--- src/rtl/core/rau_pkg.sv ---
// Package for the rational arithmetic unit: widths, mode codes, state type and
// the command/status structs shared by the controller and the datapath.
// Depends on nothing.
package rau_pkg;

   localparam int WIDTH     = 16;
   localparam int PROD_W    = 2 * WIDTH + 2;       // signed product or sum of two
   localparam int MAG_W     = PROD_W - 1;          // magnitude of a product value
   localparam int CNT_W     = $clog2(MAG_W + 1);

   typedef enum logic [2:0] {
      MODE_ADD  = 3'd0,
      MODE_SUB  = 3'd1,
      MODE_MUL  = 3'd2,
      MODE_DIV  = 3'd3,
      MODE_INC  = 3'd4,
      MODE_DEC  = 3'd5,
      MODE_CMP  = 3'd6,
      MODE_NORM = 3'd7
   } mode_type;

   // Datapath phases; the operand pair is normalised first, then the result.
   typedef enum logic [3:0] {
      ST_IDLE,
      ST_LOAD_A,
      ST_GCD_A,
      ST_DIV_A,
      ST_LOAD_B,
      ST_GCD_B,
      ST_DIV_B,
      ST_MUL1,
      ST_MUL2,
      ST_COMBINE,
      ST_LOAD_R,
      ST_GCD_R,
      ST_DIV_R,
      ST_FINISH,
      ST_HOLD
   } state_type;

   typedef enum logic [1:0] {
      SEL_A,
      SEL_B,
      SEL_R
   } sel_type;

   typedef struct packed {
      logic    capture;     // take request fields
      logic    load;        // load a fraction into the reducer
      sel_type sel;         // which fraction
      logic    gcd_step;    // one Euclid step (shift-subtract)
      logic    div_start;   // start quotient division
      logic    div_step;    // one quotient bit
      logic    div_store;   // write reduced fraction back
      logic    mul1;        // first pair of products
      logic    mul2;        // second pair of products
      logic    combine;     // form raw result
      logic    finish;      // latch output fields
   } cmd_type;

   typedef struct packed {
      logic gcd_done;
      logic div_done;
      logic is_cmp;
   } status_type;

endpackage

--- src/rtl/core/rau_ctrl.sv ---
// Controller for the rational arithmetic unit: sequences load, reduction,
// multiplication and output phases. Depends on rau_pkg.
module rau_ctrl
   import rau_pkg::*;
(
   input  logic       clock,
   input  logic       reset,
   input  logic       req_valid,
   output logic       req_stall,
   output logic       rsp_valid,
   input  logic       rsp_stall,
   input  status_type status,
   output cmd_type    cmd
);

   state_type state_ff, state_in;

   // State register.
   always_ff @(posedge clock) begin
      if (reset) begin
         state_ff <= ST_IDLE;
      end else begin
         state_ff <= state_in;
      end
   end

   // Next state and commands.
   always_comb begin
      state_in  = state_ff;
      cmd       = '0;
      cmd.sel   = SEL_A;
      req_stall = 1'b1;
      rsp_valid = 1'b0;
      case (state_ff)
         ST_IDLE: begin
            req_stall = 1'b0;
            if (req_valid) begin
               cmd.capture = 1'b1;
               state_in    = ST_LOAD_A;
            end
         end
         ST_LOAD_A: begin
            cmd.load = 1'b1;
            cmd.sel  = SEL_A;
            state_in = ST_GCD_A;
         end
         ST_GCD_A: begin
            cmd.sel = SEL_A;
            if (status.gcd_done) begin
               cmd.div_start = 1'b1;
               state_in      = ST_DIV_A;
            end else begin
               cmd.gcd_step = 1'b1;
            end
         end
         ST_DIV_A: begin
            cmd.sel = SEL_A;
            if (status.div_done) begin
               cmd.div_store = 1'b1;
               state_in      = ST_LOAD_B;
            end else begin
               cmd.div_step = 1'b1;
            end
         end
         ST_LOAD_B: begin
            cmd.load = 1'b1;
            cmd.sel  = SEL_B;
            state_in = ST_GCD_B;
         end
         ST_GCD_B: begin
            cmd.sel = SEL_B;
            if (status.gcd_done) begin
               cmd.div_start = 1'b1;
               state_in      = ST_DIV_B;
            end else begin
               cmd.gcd_step = 1'b1;
            end
         end
         ST_DIV_B: begin
            cmd.sel = SEL_B;
            if (status.div_done) begin
               cmd.div_store = 1'b1;
               state_in      = ST_MUL1;
            end else begin
               cmd.div_step = 1'b1;
            end
         end
         ST_MUL1: begin
            cmd.mul1 = 1'b1;
            state_in = ST_MUL2;
         end
         ST_MUL2: begin
            cmd.mul2 = 1'b1;
            state_in = ST_COMBINE;
         end
         ST_COMBINE: begin
            cmd.combine = 1'b1;
            state_in    = status.is_cmp ? ST_FINISH : ST_LOAD_R;
         end
         ST_LOAD_R: begin
            cmd.load = 1'b1;
            cmd.sel  = SEL_R;
            state_in = ST_GCD_R;
         end
         ST_GCD_R: begin
            cmd.sel = SEL_R;
            if (status.gcd_done) begin
               cmd.div_start = 1'b1;
               state_in      = ST_DIV_R;
            end else begin
               cmd.gcd_step = 1'b1;
            end
         end
         ST_DIV_R: begin
            cmd.sel = SEL_R;
            if (status.div_done) begin
               cmd.div_store = 1'b1;
               state_in      = ST_FINISH;
            end else begin
               cmd.div_step = 1'b1;
            end
         end
         ST_FINISH: begin
            cmd.finish = 1'b1;
            state_in   = ST_HOLD;
         end
         ST_HOLD: begin
            // The result waits here; a new request is taken only once back in idle.
            rsp_valid = 1'b1;
            if (!rsp_stall) begin
               state_in = ST_IDLE;
            end
         end
         default: begin
            state_in = ST_IDLE;
         end
      endcase
   end

endmodule

--- config.mk ---
export PLATFORM = sky130hd
export DESIGN_NAME = rau_ctrl
export DESIGN_NICKNAME = d
export VERILOG_FILES = /design/src/rtl/core/rau_pkg.sv /design/src/rtl/core/rau_ctrl.sv
export SDC_FILE = /design/constraint.sdc
export NUM_CORES = 1
export LEC_CHECK = 0
export BUFFER_PORTS_ARGS = -buffer_cell sky130_fd_sc_hd__buf_2
export CAP_MARGIN = 40
export CORE_AREA = 2 2 39 41
export CTS_BUF_LIST = sky130_fd_sc_hd__clkbuf_2 sky130_fd_sc_hd__clkbuf_4 sky130_fd_sc_hd__clkbuf_8
export DETAILED_ROUTE_END_ITERATION = 7
export DIE_AREA = 0 0 41 43
export PLACE_DENSITY = 0.67
export SYNTH_ARGS = -nofsm -noshare
export SYNTH_HDL_FRONTEND = slang
export SYNTH_SLANG_ARGS = --single-unit
--- constraint.sdc ---
create_clock -name clock -period 2.2 [get_ports clock]
set_clock_uncertainty 0.05 [all_clocks]
set_input_delay 0.44 -clock clock [delete_from_list [all_inputs] [get_ports clock]]
set_output_delay 0.44 -clock clock [all_outputs]
set_load 0.05 [all_outputs]
* After elaboration in Yosys (flattened, before gate mapping)
Cells that the tools add are included.
** Cells by class
- Equal/unequal tests :: 22
- Reductions and logical operators :: 7
- Muxes and demuxes :: 26
** Operator list (number)
- 4-bit one-hot mux with 15 select lines :: 1
- 4-bit two-way mux :: 8
- 4-bit == test, second input constant :: 7
- 4-bit by 3-bit == test with 1-bit output, second input constant :: 4
- 2-bit != test, second input constant :: 8
- 3-bit OR reduction :: 5
- 1-bit two-way mux :: 13
- 4-bit by 2-bit == test with 1-bit output, second input constant :: 2
- 8-bit AND reduction :: 1
- 4-bit by 1-bit == test with 1-bit output, second input constant :: 1
- 4-bit zero test :: 1
- 2-bit two-way mux :: 2
- 2-bit one-hot mux with 2 select lines :: 1
- 3-bit two-way mux :: 1
** Word-level totals
- Register bits after elaboration :: 4
- Word-level logic and storage cells :: 56
- Output and inout port bits :: 14
- Input bits :: 7

* Logic depth before layout (Yosys ltp)
Gate-level depths: netlist of the first run.
- Depth after elaboration :: 3
- Mapped depth :: 6
- Gate-level depth less buffers :: 4

* Least setup slack after synthesis of the first run
OpenSTA, ideal clock, no wires.
- Kind :: reg-to-output
- Start point :: reg state_ff[2]
- End point :: out cmd[10] (netlist bit)
- Data required time :: 1.710 ns
- Path slack :: -0.143 ns
- Stages on the path, launching flop included :: 5
- Arrival time :: 1.853 ns
- Buffers on the path :: 1
- Cells stage by stage :: dfxtp_1 > clkbuf_1 > nand2_1 > mux2_2 > o22ai_1
** RTL lines
- start, declared :: RTL line rau_ctrl.sv:16 : state_type state_ff, state_in;
- start signal, assigned :: RTL line rau_ctrl.sv:23 : state_ff <= state_in;
- end, declared :: RTL line rau_ctrl.sv:13 : output cmd_type cmd

==> impl_metrics.json, run 1 <==
{
  "rrSetupSlack_ns": 0.30,
  "first_global_vias": 499,
  "hold_start": "reset",
  "synth_area_um2": 518,
  "syn_nets": 77,
  "cp-start-kind": "register",
  "maxSlewViolCount": 0,
  "synth_compound_area_share_pct": 34.8,
  "synth_top_family_by_area": "compound AO/OA/AOI/OAI gates",
  "hold_violations": 0,
  "die_y_um": 43,
  "synthXorXnorAreaFrac_pct": 1.69,
  "multi_input_area_um2": 408,
  "wirelength_um": 1240,
  "hold_class": "input pin to register",
  "r2r_start": "state_ff[3]",
  "cts-root-buf": "clkbuf_4",
  "p_per_area_nw_per_um2": 1270,
  "syn2layout_area_growth_pct": 36.0,
  "vias": 614,
  "core_um2": 1380,
  "stdcell_area_um2": 704,
  "async_reset_ff_share_pct": 0,
  "max_freq_mhz": 470,
  "drt-pass1-iter-count": 4,
  "leakage_nw": 0.304,
  "drt_iter0_drc": 6,
  "wl_per_cell_um": 11.3,
  "nets": 103,
  "clock_latency_ns": 0.24,
  "grt_pass1_wl_um": 1990,
  "irDropWorstVdd_uv": 547,
  "relSlewSlack_pct": 83.9,
  "portBuffers": 20,
  "crit_type": "register to output pin",
  "antennaDiodeCount": 0,
  "start_util_pct": 37.4,
  "gp_congestion": 0.767,
  "setup_viol": 0,
  "worstReg2RegEnd": "state_ff[1]",
  "htreeDepth": 1,
  "dpl_cell_area_um2": 679,
  "reg2reg_depth": 5,
  "syn_area_per_cell_um2": 7.40,
  "maxCapViolCount": 0,
  "ctsHoldBuffers": 0,
  "ys_ff_latch": 4,
  "setup_tns_ns": 0,
  "regArea_um2": 80.1,
  "worstMarginPinSlew_ns": 0.240,
  "globalRoute.totalOverflow": 0,
  "die-area_um2": 1760,
  "outcome": "finished clean",
  "synthSimpleGateAreaFrac_pct": 34.3,
  "power_mw": 0.898,
  "synth_flop_cell": "dfxtp_1",
  "clock_sinks": 4,
  "drc_errors": 0,
  "endpoint_kind": "output pin",
  "largest_reg_flops": 4,
  "die_w_um": 41,
  "ys_warn_count": 0,
  "cts_tree": "yes",
  "clk_path_buf_depth": 2,
  "netlist.area_leader.share_pct": 15.5,
  "min_period_ns": 2.13,
  "period_share_pct": 96.7,
  "via_per_inst": 5.58,
  "synth_common_cells": "7 x nor2_1, 6 x nand2_1, 5 x inv_1, 4 x a21oi_1, 4 x dfxtp_1",
  "synth_mux_area_share_pct": 4.11,
  "timing.hold.ws_ns": 0.351,
  "synth_edf_count": 0,
  "synthAdderAreaFrac_pct": 0,
  "cp_data_required_time_ns": 1.71,
  "grt_max_degree": 15,
  "synthCells": 70,
  "antenna_found_initial": 0,
  "synth.most_common_cell": "nor2_1",
  "ios": 21,
  "numCtsBuffers": 3,
  "arrival_ns": 1.64,
  "dp_hpwl_um": 956,
  "clkTransAtPathRegs_ns": 0.04,
  "synthTopCellsByArea": "dfxtp_1 15%, nor2_1 5.1%, nand2_1 4.3%",
  "yosys.area.top_type": "dfxtp_1",
  "final_layout_size_suffix_gt1_share_pct": 44.7,
  "rsz0062_at_grt": "no",
  "synth_cell_types": 42,
  "track_usage_pct": 16.3,
  "ant_nets": 0,
  "crit_fanout": 8,
  "reg_top3": "state_ff: 4 flops",
  "largest-register": "state_ff",
  "holdPathEnd": "state_ff[3]",
  "placementRows": 14,
  "utilization_pct": 50.9,
  "ys_seq_area_share_pct": 15.5,
  "whs_path_depth": 2,
  "fill_cells": 147
}
-- final cells by class --
type                    instances  share of cell area, %
clock buffers                   3                   3.20
multi-input cells              55                   57.9
flip-flops and latches          4                   11.4
inverters                       5                   2.66
repair buffers                 27                   22.0
well taps                      16                   2.84
-- metal layers --
metal / GRT usage (%) / share of wire, % / up-vias / routed length, µm
met3: 4.71 / 4.0 / 0 / 50
met1: 21.8 / 45 / 288 / 555
met2: 24.1 / 51 / 14 / 635
met4: 6.00 / 0 / 0 / 0
met5: 0 / 0 / - / 0
li1: - / - / 312 / -
-- power by group --
group / internal (mW) / leakage [nW] / switching, mW
sequential: 0.0957 / 0.0330 / 0.0237
clock: 0.0610 / 0.0138 / 0.0293
combinational: 0.244 / 0.257 / 0.444
total: 0.401 / 0.304 / 0.497
-- worst max-delay path, cell delays in order (launching register included) --
cell and delay, ns:
dfxtp_1 0.36, or4b_4 0.56, a31oi_4 0.19, buf_2 0.28
-- what timing repair did --
| item | CTS | global route |
|---|---|---|
| setup endpoints to repair | 0 | 1 |
| setup buffers | 0 | 0 |
| endpoints found under the hold margin | 0 | 0 |
| resized for setup | 0 | 2 |
-- placed cells by master (no fill, tap or decap), drive strengths merged, types with 2 or more instances in the layout --
| master | instances |
|---|---|
| buf | 27 |
| nor2 | 7 |
| nand2 | 6 |
| inv | 5 |
| a21oi | 5 |
| dfxtp | 4 |
| o21ai | 4 |
| clkbuf | 3 |
| nor3 | 2 |
| and3 | 2 |
| nand3b | 2 |
| a211oi | 2 |
| a31oi | 2 |
-- per-stage QoR --
| step | setup slack (ns) | instances |
|---|---|---|
| after floorplan | 0.0713 | 70 |
| after global placement | 0.330 | 107 |
| after detailed placement | 0.301 | 107 |
| after CTS | 0.0464 | 110 |
| after global routing | 0.00586 | 110 |
| final | 0.0726 | 110 |
-- cell families (layout without fill, tap and decap cells) --
kind of cell,count (synthesis),in the layout
mux,2,2
simple gates,30,30
compound gates,22,22
buf+inv,11,35
flops,4,4
xor+xnor,1,1
-- worst max path at each step --
stage | startpoint | end | slack [ns] | cells after the start
6_report | state_ff[3] | cmd[7] | 0.07 | 3
5_1_grt | state_ff[3] | cmd[6] | 0.006 | 3
4_1_cts | state_ff[3] | cmd[10] | 0.05 | 6
3_5_place_dp | state_ff[3] | cmd[10] | 0.30 | 6
3_3_place_gp | state_ff[3] | cmd[7] | 0.33 | 3
2_1_floorplan | state_ff[0] | cmd[0] | 0.07 | 4
No activity file was read; power rests on OpenSTA's default activity.
==> run 2, diff against run 1 <==
PLACE_DENSITY = 0.68   (was 0.67)
RECOVER_POWER = 50   (was default)
==> run 2 against run 1 <==
  * Via count down 0.98%
  * Sequential cell count unchanged
  * Die area unchanged
  * Setup slack better by 0.065 ns
  * Register-to-register slack worse by 0.03 ns
  * Critical path depth unchanged
  * Cell count unchanged
  * Non-clock buffer count unchanged
  * Final area down 0.36%
  * Clock power up 2%
  * Combinational power up 2%
  * Fmax up 3.1%
  * Highest routed layer is now met4
==> impl_metrics.json, run 2 (synthesized netlist as in run 1, its figures left out) <==
{
  "cp-start-kind": "register",
  "cts_setup_buffers": 0,
  "via_per_inst": 5.53,
  "grt_max_degree": 15,
  "core_um2": 1380,
  "clock_sinks": 4,
  "power_frac_comb_pct": 76.7,
  "die_w_um": 41,
  "reg_top3": "state_ff: 4 flops",
  "antenna_found_initial": 0,
  "irDropWorstVdd_uv": 594,
  "drt-pass1-iter-count": 2,
  "setup_viol": 0,
  "nets": 103,
  "maxSlewViolCount": 0,
  "maxCapViolCount": 0,
  "rsz0062_at_grt": "no",
  "portBuffers": 20,
  "start_util_pct": 37.4,
  "dp_hpwl_um": 1060,
  "gp_congestion": 0.780,
  "rrSetupSlack_ns": 0.27,
  "numCtsBuffers": 3,
  "clock_latency_ns": 0.24,
  "path_cells": "or4b_4 -> a31oi_2 -> clkbuf_4",
  "setup_tns_ns": 0,
  "fill_cells": 154,
  "vias": 608,
  "cp.buffers_inverters": 1,
  "endpoint_kind": "output pin",
  "max_freq_mhz": 485,
  "cts_tree": "yes",
  "period_share_pct": 93.8,
  "antennaDiodeCount": 0,
  "clkTransAtPathRegs_ns": 0.04,
  "layout_common_cells": "12 x buf_2, 8 x buf_4, 7 x nor2_1, 6 x nand2_1",
  "arrival_ns": 1.57,
  "hold_class": "input pin to register",
  "die-area_um2": 1760,
  "worst_path_max_delay_cell": "or4b_4",
  "leakage_nw": 0.296,
  "placementRows": 14,
  "final_layout_size_suffix_gt1_share_pct": 41.5,
  "seqPwrFrac_pct": 13.2,
  "wl_per_cell_um": 12.7,
  "track_usage_pct": 18.6,
  "intPower_mw": 0.406,
  "grt_pass1_wl_um": 2250,
  "first_global_vias": 555,
  "ctsHoldBuffers": 0,
  "ios": 21,
  "p_per_area_nw_per_um2": 1300,
  "power_mw": 0.916,
  "globalRoute.totalOverflow": 0,
  "final_common_cell": "buf_2",
  "crit_fanout": 5,
  "min_period_ns": 2.06,
  "syn2layout_area_growth_pct": 35.5,
  "critPathMaxStageDelay_ns": 0.51,
  "p_clk_share_pct": 10.1,
  "cts-resized-gates": 0,
  "wirelength_um": 1390,
  "largest-register": "state_ff",
  "switching_share_pct": 55.6,
  "cts-root-buf": "clkbuf_4",
  "die_y_um": 43,
  "drt_iter0_drc": 4,
  "cp_top_family": "simple AND/OR/NAND/NOR gates",
  "crit_type": "register to output pin",
  "largest_reg_flops": 4,
  "cp_data_required_time_ns": 1.71,
  "worstMarginPinSlew_ns": 0.597,
  "relSlewSlack_pct": 60.4,
  "p_sw_mw": 0.509,
  "drc_errors": 0,
  "hold_violations": 0,
  "outcome": "finished clean",
  "htreeDepth": 1,
  "ant_nets": 0,
  "clk_path_buf_depth": 2
}
-- run 2: final timing paths --
| path | start | end | cells after the start |
|---|---|---|---|
| worst min-delay path | reset | state_ff[2] | 2 |
| worst min register to register | state_ff[0] | state_ff[0] | 3 |
| worst max register to register | state_ff[1] | state_ff[3] | 5 |
| worst max-delay path | state_ff[1] | cmd[6] | 3 |
-- run 2: power by group through the flow --
stage / Combinational [mW] / Sequential [mW] / Clock, mW
finish: 0.703 / 0.121 / 0.0920
global route: 0.754 / 0.126 / 0.108
CTS: 0.692 / 0.120 / 0.0955
detailed placement: 0.689 / 0.121 / 0
global placement: 0.681 / 0.121 / 0
floorplan: 0.554 / 0.112 / 0
-- run 2: layer usage --
metal  share of wire (%)  GRT usage (%)  vias to the layer above
met5                   0              0                        -
li1                    -              -                      311
met2                  48           28.4                       10
met3                 2.6           6.28                        2
met4                0.57           6.00                        0
met1                  48           23.6                      285
-- run 2: cell type report --
| class | count | area [µm²] | area share, % |
|---|---|---|---|
| well taps | 16 | 20.0 | 2.85 |
| flip-flops and latches | 4 | 81.3 | 11.6 |
| inverters | 5 | 18.8 | 2.67 |
| repair buffers | 27 | 161 | 23.0 |
| clock buffers | 3 | 22.5 | 3.21 |
| multi-input cells | 55 | 398 | 56.7 |
-- run 2: per-stage QoR --
stage               worst slack, ns  util [%]  instance area [µm²]  hold slack (ns)  std cells
floorplan                    0.0713         -                  538            0.456         70
global placement              0.327      49.1                  679            0.602        107
detailed placement            0.289      49.1                  679            0.616        107
CTS                          0.0331      50.7                  702            0.365        110
global route                 0.0282      50.7                  702            0.350        110
finish                        0.137      50.7                  702            0.371        110
==> run 3, diff against run 2 <==
clock period = 2 ns   (was 2.2 ns; I/O delays follow)
==> run 3 against run 2 <==
  * The flow now finishes with violations (setup timing)
  * Non-clock buffer count increased by 4
  * Wire length is 6.0% higher
  * Combinational power is 18% higher
==> impl_metrics.json, run 3 (synthesized netlist as in run 1, its figures left out) <==
{
  "whs_path_depth": 2,
  "hold_violations": 0,
  "worstReg2RegEnd": "state_ff[3]",
  "crit_fanout": 7,
  "ios": 21,
  "path_cells": "or4b_4 -> a31oi_4 -> buf_6",
  "arrival_ns": 1.55,
  "clock_latency_ns": 0.23,
  "max_freq_mhz": 499,
  "worstMarginPinSlew_ns": 0.366,
  "p_per_area_nw_per_um2": 1360,
  "timing.final.ws_setup_ns": -0.00217,
  "cp_data_required_time_ns": 1.55,
  "die-area_um2": 1760,
  "portBuffers": 20,
  "antenna_found_initial": 0,
  "largest-register": "state_ff",
  "setup_viol": 1,
  "critPathMaxStageDelay_ns": 0.56,
  "drc_errors": 0,
  "grt_pass1_wl_um": 2290,
  "globalRoute.totalOverflow": 0,
  "setup_tns_ns": -0.00217,
  "wl_per_cell_um": 12.9,
  "endpoint_kind": "output pin",
  "cp_top_family": "simple AND/OR/NAND/NOR gates",
  "grt_max_degree": 15,
  "rrSetupSlack_ns": 0.09,
  "core_um2": 1380,
  "placementRows": 14,
  "nets": 107,
  "first_global_vias": 560,
  "final_cells": 114,
  "cts_tree": "yes",
  "largest_reg_flops": 4,
  "final_layout_size_suffix_gt1_share_pct": 51.0,
  "holdPathEnd": "state_ff[2]",
  "start_util_pct": 37.4,
  "ctsHoldBuffers": 0,
  "irDropWorstVdd_uv": 591,
  "outcome": "complete, but fails checks",
  "placed_cells": 109,
  "violations": "setup timing",
  "vias": 652,
  "numCtsBuffers": 3,
  "drt_iter0_drc": 17,
  "min_period_ns": 2.00,
  "die_w_um": 41,
  "fill_cells": 126,
  "worst_path_max_delay_cell": "or4b_4",
  "maxSlewViolCount": 0,
  "power_mw": 1.08,
  "clkTransAtPathRegs_ns": 0.04,
  "track_usage_pct": 19.0,
  "relSlewSlack_pct": 75.6,
  "via_per_inst": 5.72,
  "drt-pass1-iter-count": 4,
  "r2r_start": "state_ff[1]",
  "cp-start-kind": "register",
  "antennaDiodeCount": 0,
  "cp.buffers_inverters": 1,
  "wirelength_um": 1480,
  "period_share_pct": 100,
  "hold_class": "input pin to register",
  "reg2reg_depth": 5,
  "htreeDepth": 1,
  "layout_common_cells": "10 x buf_2, 10 x buf_4, 6 x nand2_1, 6 x nor2_1",
  "hold_start": "reset",
  "utilization_pct": 57.4,
  "preCtsSetupSlack_ns": 0.114,
  "ant_nets": 0,
  "maxCapViolCount": 0,
  "gp_congestion": 0.819,
  "leakage_nw": 0.331,
  "clock_sinks": 4,
  "clk_path_buf_depth": 2,
  "dp_hpwl_um": 1160,
  "crit_type": "register to output pin",
  "reg_top3": "state_ff: 4 flops",
  "syn2layout_area_growth_pct": 53.4,
  "die_y_um": 43,
  "rsz0062_at_grt": "yes",
  "cts-root-buf": "clkbuf_4"
}
## run 3: repair_timing
| action | 4_1_cts | 5_1_grt |
|---|---|---|
| endpoints found under the setup margin | 5 | 4 |
| resized for setup | 12 | 4 |
| pin swaps | 1 | 2 |
| setup buffers | 0 | 2 |
## run 3: report_power, final
part / internal (mW) / leakage [nW] / total, mW / switching [mW]
logic: 0.317 / 0.282 / 0.829 / 0.512
clock network: 0.0672 / 0.0138 / 0.101 / 0.0334
registers: 0.110 / 0.0347 / 0.150 / 0.0397
total: 0.494 / 0.331 / 1.08 / 0.585
## run 3: metal layers
layer	routed length (µm)	part of all wire (%)	vias to the layer above	track usage [%]
li1	-	-	322	-
met1	625	42	308	24.0
met2	768	52	18	30.0
met3	55	3.7	4	3.14
met4	25	1.7	0	8.00
met5	0	0	-	0
## run 3: final cells by class
cell class | count | area (µm²) | share of cell area, %
inverters | 5 | 18.8 | 2.36
repair buffers | 31 | 214 | 26.9
multi-input cells | 55 | 432 | 54.3
flip-flops and latches | 4 | 87.6 | 11.0
clock buffers | 3 | 22.5 | 2.83
well taps | 16 | 20.0 | 2.52
## run 3: worst max-delay path by stage
stage,cells after the start,startpoint,slack (ns),end
2_1_floorplan,4,state_ff[0],-0.09,cmd[0]
5_1_grt,3,state_ff[3],-0.04,cmd[7]
3_3_place_gp,3,state_ff[2],0.16,cmd[7]
6_report,3,state_ff[3],-0.002,cmd[7]
3_5_place_dp,5,state_ff[3],0.11,cmd[10]
4_1_cts,3,state_ff[0],0.002,cmd[7]
## run 3: through the flow
| step | hold slack [ns] | instance area, µm² |
|---|---|---|
| after global routing | 0.314 | 795 |
| after floorplan | 0.416 | 557 |
| final | 0.318 | 795 |
| after detailed placement | 0.566 | 713 |
| after CTS | 0.315 | 767 |
| after global placement | 0.552 | 713 |
